File: src/rtl/core/rsst_pkg.sv
`timescale 1ns / 1ps

package rsst_pkg;

  // One input item: a radius load or a ray trace.
  typedef struct packed {
    logic               req_type;
    logic [4:0]         radius_slot;
    logic [31:0]        radius_value;
    logic signed [31:0] pos_x;
    logic signed [31:0] pos_y;
    logic signed [31:0] pos_z;
    logic signed [31:0] dir_x;
    logic signed [31:0] dir_y;
    logic signed [31:0] dir_z;
  } rsst_req_t;

  // One result item: a path segment or an empty path.
  typedef struct packed {
    logic signed [4:0] cell_index;
    logic [31:0]       segment_length;
    logic              path_empty;
    logic              last_segment;
  } rsst_res_t;

  localparam logic REQ_LOAD  = 1'b0;
  localparam logic REQ_TRACE = 1'b1;

  localparam logic signed [4:0] CELL_APPROACH = -5'sd1;

  // Width of the running projection and chord values.
  localparam int unsigned Q_W    = 36;
  localparam int unsigned MUL_W  = 34;
  localparam int unsigned PROD_W = 2 * MUL_W;

  typedef enum logic [4:0] {
    OP_NONE,
    OP_WRRAD,
    OP_LOAD,
    OP_MUL,
    OP_ACC,
    OP_SAVE_R2,
    OP_SAVE_Q,
    OP_SAVE_R,
    OP_P_ZERO,
    OP_P_SQRT,
    OP_SAVE_P,
    OP_SAVE_PP,
    OP_LATCH_RAD,
    OP_CH_ZERO,
    OP_CH_SQRT,
    OP_SAVE_CH,
    OP_EMIT,
    OP_EMIT_MISS
  } rsst_op_e;

  typedef enum logic [3:0] {
    MS_XX,
    MS_YY,
    MS_ZZ,
    MS_XDX,
    MS_YDY,
    MS_ZDZ,
    MS_QQ,
    MS_PP,
    MS_RR
  } rsst_msel_e;

  typedef enum logic [4:0] {
    ST_IDLE,
    ST_MUL,
    ST_ACC,
    ST_R2_SAVE,
    ST_Q_SAVE,
    ST_R_WAIT,
    ST_QQ_MUL,
    ST_P_START,
    ST_P_WAIT,
    ST_PP_MUL,
    ST_PP_SAVE,
    ST_CLASS,
    ST_APP_EMIT,
    ST_LOC_R,
    ST_IN_CHK,
    ST_LOC_P,
    ST_IN_LOOP,
    ST_OUT_EMIT,
    ST_CH_RD,
    ST_CH_MUL,
    ST_CH_CHK,
    ST_CH_WAIT
  } rsst_state_e;

  // Command from the controller to the datapath.
  typedef struct packed {
    rsst_op_e          op;
    rsst_msel_e        msel;
    logic              neg;
    logic              last;
    logic signed [4:0] seg_cell;
  } rsst_cmd_t;

  // Status from the datapath to the controller.
  typedef struct packed {
    logic sq_busy;
    logic absq_ge_r;
    logic q_pos;
    logic q_neg;
    logic r_gt_rd;
    logic p_gt_rd;
    logic rd_le_r;
    logic rd_le_p;
    logic rad_le_p;
  } rsst_stat_t;

endpackage

File: src/rtl/core/rsst_ctrl.sv
`timescale 1ns / 1ps

// Sequencer: setup arithmetic, shell searches, chord calls and emission.
module rsst_ctrl #(
  parameter int unsigned MAX_SHELLS = 16,
  parameter int unsigned IDX_W      = $clog2(MAX_SHELLS + 1)
) (
  input  logic                 clk_i,
  input  logic                 rst_ni,
  input  logic                 start,
  output logic                 busy,
  input  rsst_pkg::rsst_req_t  req_i,
  input  logic                 cfg_valid_i,
  output logic                 cfg_ready_o,
  input  logic [4:0]           cfg_data_i,
  input  rsst_pkg::rsst_stat_t stat_i,
  output rsst_pkg::rsst_cmd_t  cmd_o,
  output logic [IDX_W-1:0]     rd_addr_o
);

  rsst_pkg::rsst_state_e state_q, state_d, ret_q, ret_d;
  logic [4:0] cfg_q;
  logic [IDX_W-1:0] n_q, n_d, i_q, i_d, j_q, j_d, loc_q, loc_d, imin_q, imin_d;
  logic [IDX_W-1:0] ch_addr_q, ch_addr_d, n_eff;
  logic ch_neg_q, ch_neg_d;
  logic [2:0] m_q, m_d;
  logic out_last;

  // Shell count clamped to 1 .. MAX_SHELLS.
  always_comb begin
    if (cfg_q == '0) begin
      n_eff = IDX_W'(1);
    end else if (cfg_q > 5'(MAX_SHELLS)) begin
      n_eff = IDX_W'(MAX_SHELLS);
    end else begin
      n_eff = IDX_W'(cfg_q);
    end
  end

  assign busy        = (state_q != rsst_pkg::ST_IDLE);
  assign cfg_ready_o = 1'b1;
  assign out_last    = ((i_q + IDX_W'(1)) >= n_q);

  always_comb begin
    state_d   = state_q;
    ret_d     = ret_q;
    n_d       = n_q;
    i_d       = i_q;
    j_d       = j_q;
    loc_d     = loc_q;
    imin_d    = imin_q;
    ch_addr_d = ch_addr_q;
    ch_neg_d  = ch_neg_q;
    m_d       = m_q;
    rd_addr_o = n_q;
    cmd_o.op       = rsst_pkg::OP_NONE;
    cmd_o.msel     = rsst_pkg::MS_XX;
    cmd_o.neg      = ch_neg_q;
    cmd_o.last     = 1'b0;
    cmd_o.seg_cell = 5'(i_q);
    case (state_q)
      rsst_pkg::ST_IDLE: begin
        if (start) begin
          if (req_i.req_type == rsst_pkg::REQ_TRACE) begin
            cmd_o.op = rsst_pkg::OP_LOAD;
            n_d      = n_eff;
            m_d      = '0;
            state_d  = rsst_pkg::ST_MUL;
          end else if (req_i.radius_slot <= 5'(MAX_SHELLS)) begin
            cmd_o.op = rsst_pkg::OP_WRRAD;
          end
        end
      end
      // Three squares, then three direction products, one at a time.
      rsst_pkg::ST_MUL: begin
        cmd_o.op = rsst_pkg::OP_MUL;
        case (m_q)
          3'd0:    cmd_o.msel = rsst_pkg::MS_XX;
          3'd1:    cmd_o.msel = rsst_pkg::MS_YY;
          3'd2:    cmd_o.msel = rsst_pkg::MS_ZZ;
          3'd3:    cmd_o.msel = rsst_pkg::MS_XDX;
          3'd4:    cmd_o.msel = rsst_pkg::MS_YDY;
          default: cmd_o.msel = rsst_pkg::MS_ZDZ;
        endcase
        state_d = rsst_pkg::ST_ACC;
      end
      rsst_pkg::ST_ACC: begin
        cmd_o.op = rsst_pkg::OP_ACC;
        m_d      = m_q + 3'd1;
        if (m_q == 3'd2) begin
          state_d = rsst_pkg::ST_R2_SAVE;
        end else if (m_q == 3'd5) begin
          state_d = rsst_pkg::ST_Q_SAVE;
        end else begin
          state_d = rsst_pkg::ST_MUL;
        end
      end
      rsst_pkg::ST_R2_SAVE: begin
        cmd_o.op = rsst_pkg::OP_SAVE_R2;
        state_d  = rsst_pkg::ST_MUL;
      end
      rsst_pkg::ST_Q_SAVE: begin
        cmd_o.op = rsst_pkg::OP_SAVE_Q;
        state_d  = rsst_pkg::ST_R_WAIT;
      end
      rsst_pkg::ST_R_WAIT: begin
        if (!stat_i.sq_busy) begin
          cmd_o.op = rsst_pkg::OP_SAVE_R;
          state_d  = rsst_pkg::ST_QQ_MUL;
        end
      end
      rsst_pkg::ST_QQ_MUL: begin
        cmd_o.op   = rsst_pkg::OP_MUL;
        cmd_o.msel = rsst_pkg::MS_QQ;
        state_d    = rsst_pkg::ST_P_START;
      end
      rsst_pkg::ST_P_START: begin
        if (stat_i.absq_ge_r) begin
          cmd_o.op = rsst_pkg::OP_P_ZERO;
          state_d  = rsst_pkg::ST_PP_MUL;
        end else begin
          cmd_o.op = rsst_pkg::OP_P_SQRT;
          state_d  = rsst_pkg::ST_P_WAIT;
        end
      end
      rsst_pkg::ST_P_WAIT: begin
        if (!stat_i.sq_busy) begin
          cmd_o.op = rsst_pkg::OP_SAVE_P;
          state_d  = rsst_pkg::ST_PP_MUL;
        end
      end
      rsst_pkg::ST_PP_MUL: begin
        cmd_o.op   = rsst_pkg::OP_MUL;
        cmd_o.msel = rsst_pkg::MS_PP;
        state_d    = rsst_pkg::ST_PP_SAVE;
      end
      rsst_pkg::ST_PP_SAVE: begin
        cmd_o.op = rsst_pkg::OP_SAVE_PP;
        state_d  = rsst_pkg::ST_CLASS;
      end
      // Outer radius on the read port: miss, approach from outside, or start inside.
      rsst_pkg::ST_CLASS: begin
        rd_addr_o = n_q;
        if (stat_i.r_gt_rd) begin
          if (stat_i.q_pos || stat_i.p_gt_rd) begin
            cmd_o.op = rsst_pkg::OP_EMIT_MISS;
            state_d  = rsst_pkg::ST_IDLE;
          end else begin
            ch_addr_d = n_q;
            ch_neg_d  = 1'b1;
            ret_d     = rsst_pkg::ST_APP_EMIT;
            state_d   = rsst_pkg::ST_CH_RD;
          end
        end else begin
          j_d     = IDX_W'(1);
          loc_d   = '0;
          state_d = rsst_pkg::ST_LOC_R;
        end
      end
      rsst_pkg::ST_APP_EMIT: begin
        cmd_o.op       = rsst_pkg::OP_EMIT;
        cmd_o.seg_cell = rsst_pkg::CELL_APPROACH;
        i_d            = n_q - IDX_W'(1);
        state_d        = rsst_pkg::ST_IN_CHK;
      end
      // Linear search for the shell holding the start radius.
      rsst_pkg::ST_LOC_R: begin
        rd_addr_o = j_q;
        if (j_q >= n_q) begin
          i_d     = loc_q;
          state_d = rsst_pkg::ST_IN_CHK;
        end else begin
          if (stat_i.rd_le_r) begin
            loc_d = j_q;
          end
          j_d = j_q + IDX_W'(1);
        end
      end
      rsst_pkg::ST_IN_CHK: begin
        if (stat_i.q_neg) begin
          j_d     = IDX_W'(1);
          loc_d   = '0;
          state_d = rsst_pkg::ST_LOC_P;
        end else begin
          ch_addr_d = i_q + IDX_W'(1);
          ch_neg_d  = 1'b0;
          ret_d     = rsst_pkg::ST_OUT_EMIT;
          state_d   = rsst_pkg::ST_CH_RD;
        end
      end
      // Linear search for the shell holding the impact distance.
      rsst_pkg::ST_LOC_P: begin
        rd_addr_o = j_q;
        if (j_q >= n_q) begin
          imin_d    = loc_q;
          ch_addr_d = i_q;
          ch_neg_d  = 1'b1;
          ret_d     = rsst_pkg::ST_IN_LOOP;
          state_d   = rsst_pkg::ST_CH_RD;
        end else begin
          if (stat_i.rd_le_p) begin
            loc_d = j_q;
          end
          j_d = j_q + IDX_W'(1);
        end
      end
      rsst_pkg::ST_IN_LOOP: begin
        if (i_q > imin_q) begin
          cmd_o.op  = rsst_pkg::OP_EMIT;
          i_d       = i_q - IDX_W'(1);
          ch_addr_d = i_q - IDX_W'(1);
          ch_neg_d  = 1'b1;
          ret_d     = rsst_pkg::ST_IN_LOOP;
        end else begin
          ch_addr_d = i_q + IDX_W'(1);
          ch_neg_d  = 1'b0;
          ret_d     = rsst_pkg::ST_OUT_EMIT;
        end
        state_d = rsst_pkg::ST_CH_RD;
      end
      rsst_pkg::ST_OUT_EMIT: begin
        cmd_o.op   = rsst_pkg::OP_EMIT;
        cmd_o.last = out_last;
        if (out_last) begin
          state_d = rsst_pkg::ST_IDLE;
        end else begin
          i_d       = i_q + IDX_W'(1);
          ch_addr_d = i_q + IDX_W'(2);
          ch_neg_d  = 1'b0;
          ret_d     = rsst_pkg::ST_OUT_EMIT;
          state_d   = rsst_pkg::ST_CH_RD;
        end
      end
      // Chord term of one radius against the impact distance.
      rsst_pkg::ST_CH_RD: begin
        rd_addr_o = ch_addr_q;
        cmd_o.op  = rsst_pkg::OP_LATCH_RAD;
        state_d   = rsst_pkg::ST_CH_MUL;
      end
      rsst_pkg::ST_CH_MUL: begin
        cmd_o.op   = rsst_pkg::OP_MUL;
        cmd_o.msel = rsst_pkg::MS_RR;
        state_d    = rsst_pkg::ST_CH_CHK;
      end
      rsst_pkg::ST_CH_CHK: begin
        if (stat_i.rad_le_p) begin
          cmd_o.op = rsst_pkg::OP_CH_ZERO;
          state_d  = ret_q;
        end else begin
          cmd_o.op = rsst_pkg::OP_CH_SQRT;
          state_d  = rsst_pkg::ST_CH_WAIT;
        end
      end
      rsst_pkg::ST_CH_WAIT: begin
        if (!stat_i.sq_busy) begin
          cmd_o.op = rsst_pkg::OP_SAVE_CH;
          state_d  = ret_q;
        end
      end
      default: state_d = rsst_pkg::ST_IDLE;
    endcase
  end

  always_ff @(posedge clk_i or negedge rst_ni) begin
    if (!rst_ni) begin
      state_q   <= rsst_pkg::ST_IDLE;
      ret_q     <= rsst_pkg::ST_IDLE;
      cfg_q     <= 5'd16;
      n_q       <= '0;
      i_q       <= '0;
      j_q       <= '0;
      loc_q     <= '0;
      imin_q    <= '0;
      ch_addr_q <= '0;
      ch_neg_q  <= 1'b0;
      m_q       <= '0;
    end else begin
      state_q   <= state_d;
      ret_q     <= ret_d;
      n_q       <= n_d;
      i_q       <= i_d;
      j_q       <= j_d;
      loc_q     <= loc_d;
      imin_q    <= imin_d;
      ch_addr_q <= ch_addr_d;
      ch_neg_q  <= ch_neg_d;
      m_q       <= m_d;
      if (cfg_valid_i && cfg_ready_o) begin
        cfg_q <= cfg_data_i;
      end
    end
  end

endmodule
File: config.mk
export PLATFORM = sky130hd
export DESIGN_NAME = rsst_ctrl
export DESIGN_NICKNAME = d
export VERILOG_FILES = /design/src/rtl/core/rsst_pkg.sv /design/src/rtl/core/rsst_ctrl.sv
export SDC_FILE = /design/constraint.sdc
export NUM_CORES = 1
export LEC_CHECK = 0
export BUFFER_PORTS_ARGS = -buffer_cell sky130_fd_sc_hd__buf_2
export CAP_MARGIN = 10
export CORE_ASPECT_RATIO = 0.5
export CORE_MARGIN = 8
export CORE_UTILIZATION = 38
export CTS_CLUSTER_SIZE = 40
export DETAILED_ROUTE_END_ITERATION = 10
export PLACE_DENSITY = 0.74
export SETUP_SLACK_MARGIN = 0.05
export SKIP_LAST_GASP = 1
export SLEW_MARGIN = 10
export SYNTH_ARGS = -nofsm -noshare
export SYNTH_HDL_FRONTEND = slang
export SYNTH_SLANG_ARGS = --single-unit
File: constraint.sdc
create_clock -name clk_i -period 2.8 [get_ports clk_i]
set_clock_uncertainty 0.2 [all_clocks]
set_input_delay 0 -clock clk_i [delete_from_list [all_inputs] [get_ports clk_i]]
set_output_delay 0 -clock clk_i [all_outputs]
set_load 0.05 [all_outputs]
==> results by group <==
Drt
  • Pre-Repair DR Iteration Count: 5
  • Vias: 3896
  • Number of DRC violations after detailed routing: 0
  • Number of DRC violations after detailed-routing iteration 0: 343
  • Average vias per placed instance: 5.69
  • Post-detailed-route count of antenna-violating nets: 0
  • Final wirelength: 12.0 mm
  • Wirelength per Cell: 17.5 um

Timing
  • Number of hold violations in the final report: 0
  • Setup-violating endpoint count in the final report: 0
  • Fin Hold WS: 0.0179 ns
  • Fmax: 374 MHz
  • Slew at the pin closest to its max-slew limit: 1.05 ns
  • Headroom to the max-slew limit: 29.9%
  • Setup tns final: 0 ns
  • Unrepaired setup endpoints after global routing: false
  • Final critical path time including I/O delays and setup: 2.68 ns
  • Post-route clock period utilization: 95.6%
  • Count of pins over their slew limit: 0

Clock network
  • Clk_lat worst skew: 0.29 ns
  • Clock-pin slew reported for the worst setup and hold paths after clock tree synthesis: 0.07 ns
  • Maximum clock insertion buffer count: 2
  • Clock net sink count: 47
  • CTS tree: built
  • Deepest level of the CTS H-tree: 2
  • CTS Root Cell: clkbuf_16
  • TritonCTS buffer count: 5

Worst setup path
  • Worst-path cell chain: buf_6, ha_4, xnor2_2, inv_2, ha_2, o211ai_1, o21ai_1, buf_4, o21a_1, o2111ai_1, a211oi_1, o22ai_1
  • Maximum net fanout on the critical path: 5
  • Crit path buf inv count: 3
  • Data required, critical path: 2.76 ns
  • Delay of the slowest critical-path stage: 0.39 ns
  • Critical path endpoint category: flip-flop
  • Data arrival time of the critical path: 2.63 ns
  • Worst Setup Path Type: flip-flop to flip-flop
  • Type of element launching the critical path: flip-flop
  • Master of the slowest instance on the critical path: dfrtp_1
  • Top cell family by delay on the critical path: compound AO/OA/AOI/OAI gates

Synth
  • Top_reg_cell synth: dfrtp_1
  • Flip-flop and latch count after synthesis: 47
  • Mean post-synth cell area: 8.39 um2
  • Synth warnings: 0
  • Number of library cell types mapped by synthesis: 70
  • Number of nets produced by synthesis: 729
  • Async S/R FF share, synth: 100%
  • Number of synthesized flops with an enable pin: 0
  • Total standard cell area after synthesis: 3810 um2
  • Mapped Cells: 454
  • Part of the Yosys area used for sequential elements: 30.9%

Place
  • Detail Placement HPWL: 8.87 mm
  • Final GP Congestion: 0.949
  • Buffers on Ports: 45

Die
  • Die area: 13700 um2
  • Initial cell density of the core: 39.7%
  • Floorplan row count: 25
  • Height of the die: 86.8 um
  • Number of primary I/O pins: 271
  • Horiz. Die Dim: 158 um
  • Core Box Area: 9600 um2

Finish
  • Ant. Diodes: 0
  • Layout cell share with drive strength beyond 1: 26.9%
  • Synth-to-layout area growth: 29.4%
  • Final net count: 824

Power and ir drop
  • Maximum resistive drop on vdd: 0.00100 V
  • Leakage power total: 2.22 nW
  • Power density of the placed cells: 1260 nW/um2
  • PnR Total Power: 6.22 mW

Global routing
  • Wire length of the first global-routing pass: 19.0 mm
  • Vias in the first global route: 3745
  • Total overflow reported by the global router: 0
  • Maximum number of pins on one net before global-route repair: 48
  • Antenna violations before repair: 0
  • Total routing usage reported by global routing: 17.2%

Run
  • Maximum capacitance violations: 0

Status
  • Outcome: finished, final reports clean

Hold path
  • Worst hold-check path type: primary input to flip-flop
[path summary, 6_finish.rpt]
check	start	to	slack, ns	cells past startpoint
setup / recovery	i_q[1]$_DFFE_PN0P_	state_q[1]$_DFFE_PN0P_	0.12	12
hold / removal	start	state_q[0]$_DFFE_PN0P_	0.02	5
setup reg to reg	i_q[1]$_DFFE_PN0P_	state_q[1]$_DFFE_PN0P_	0.12	12
hold reg to reg	ch_addr_q[1]$_DFFE_PN0P_	ch_addr_q[1]$_DFFE_PN0P_	0.30	2
max in group asynchronous	rst_ni	j_q[0]$_DFFE_PN0P_	1.43	2
min in group asynchronous	rst_ni	loc_q[4]$_DFFE_PN0P_	0.25	2
[layout make-up]
type / count / area [um2]
clock buffers: 5 / 125
clock inverters: 3 / 46.3
multi-input cells: 357 / 2540
repair buffers: 112 / 771
inverters: 26 / 97.6
fillers: 879 / 4670
well taps: 135 / 169
flip-flops and latches: 47 / 1180
[cells by family (layout without fill, tap and decap cells)]
group | after synthesis | in the layout | share of synthesized area [%]
other | 1 | 1 | 0.0984
and+or+nand+nor | 165 | 165 | 23.1
AOI/OAI and AO/OA | 136 | 136 | 24.1
buffers and inverters | 50 | 146 | 5.61
xor gates and xnor gates | 13 | 13 | 2.99
DFF | 47 | 47 | 30.9
adders and majority gates | 27 | 27 | 8.86
muxes | 15 | 15 | 4.37
[cells in the mapped netlist (3+ instances only)]
| master | number | area [um2] |
|---|---|---|
| nand2_1 | 49 | 184 |
| dfrtp_1 | 46 | 1150 |
| a21oi_1 | 29 | 145 |
| nor2_1 | 29 | 109 |
| ha_1 | 27 | 338 |
| inv_1 | 26 | 97.6 |
| o21ai_0 | 25 | 125 |
| nand3_1 | 20 | 100 |
| nand2b_1 | 13 | 81.3 |
| a22oi_1 | 11 | 82.6 |
| mux2_2 | 11 | 124 |
| nor3_1 | 11 | 55.1 |
| xnor2_1 | 10 | 87.6 |
| buf_2 | 9 | 45.0 |
| clkbuf_1 | 9 | 33.8 |
| nor2b_1 | 9 | 56.3 |
| a22o_1 | 7 | 61.3 |
| o22ai_1 | 6 | 37.5 |
| o31ai_1 | 6 | 45.0 |
| a211oi_1 | 5 | 37.5 |
| a21o_1 | 5 | 37.5 |
| o21a_1 | 5 | 37.5 |
| nand4_1 | 4 | 25.0 |
| nor3b_1 | 4 | 30.0 |
| o211ai_1 | 4 | 30.0 |
| o21ai_1 | 4 | 20.0 |
| a31oi_1 | 3 | 18.8 |
| and2_1 | 3 | 18.8 |
| buf_1 | 3 | 11.3 |
| nor4_1 | 3 | 18.8 |
| or3_1 | 3 | 18.8 |
| xor2_1 | 3 | 26.3 |
[tightest hold or removal path, stage by stage]
cell,delay (ns)
buf_2,0.11
nand2_1,0.08
a2bb2oi_1,0.09
nor2_1,0.13
a21oi_1,0.05
[what timing repair did]
item / 4_1_cts / 5_1_grt
hold buffers: 14 / 0
resized for setup: 4 / 22
setup endpoints to repair: 4 / 22
setup buffers: 1 / 3
pin swaps: 2 / 8
endpoints found under the hold margin: 54 / 0
[routing by layer]
layer | vias to the layer above | routed length (um) | share of wire (%) | track usage, %
met4 | 0 | 277 | 2.3 | 5.66
met2 | 169 | 5720 | 48 | 28.8
met1 | 1868 | 5130 | 43 | 22.5
li1 | 1833 | - | - | -
met5 | - | 0 | 0 | 0
met3 | 26 | 868 | 7.2 | 2.33
[placed cells by master (no fill, tap or decap), types with 7 or more instances in the layout]
master and count:
buf_2 45, a21oi_1 29, nor2_1 29, nand2b_1 13
dfrtp_1 44, buf_4 51, xnor2_1 7, ha_1 21
nor2b_1 9, a22oi_1 11, o21ai_0 23, nand2_1 48
inv_1 24, dlygate4sd3_1 14, nor3_1 11, a22o_1 7
mux2_2 11, nand3_1 19
[where the power goes]
part           leakage (nW)  total (mW)  internal (mW)  switching (mW)
Clock                0.0804       0.685          0.424           0.261
Sequential            0.596        1.12          0.886           0.236
Combinational          1.55        4.41           1.71            2.70
Total                  2.22        6.22           3.02            3.20
[metrics by stage]
step                      setup slack, ns  util [%]  instances  instance area, um2
after floorplan                    0.0638         -        454                3820
after global placement             0.0528      46.5        659                4460
after detailed placement          0.00357      46.5        659                4460
after CTS                          0.0810      50.0        682                4800
after global routing               0.0352      51.4        685                4930
final                               0.124      51.4        685                4930
[sequential cells by signal (all words and copies together), names as in the netlist]
signal	cells
cfg_q	5
ch_addr_q	5
n_q	5
ch_neg_q	1
state_q	5
ret_q	3
m_q	3
imin_q	5
loc_q	5
i_q	5
j_q	5
Power figures use the tool's default switching activity.
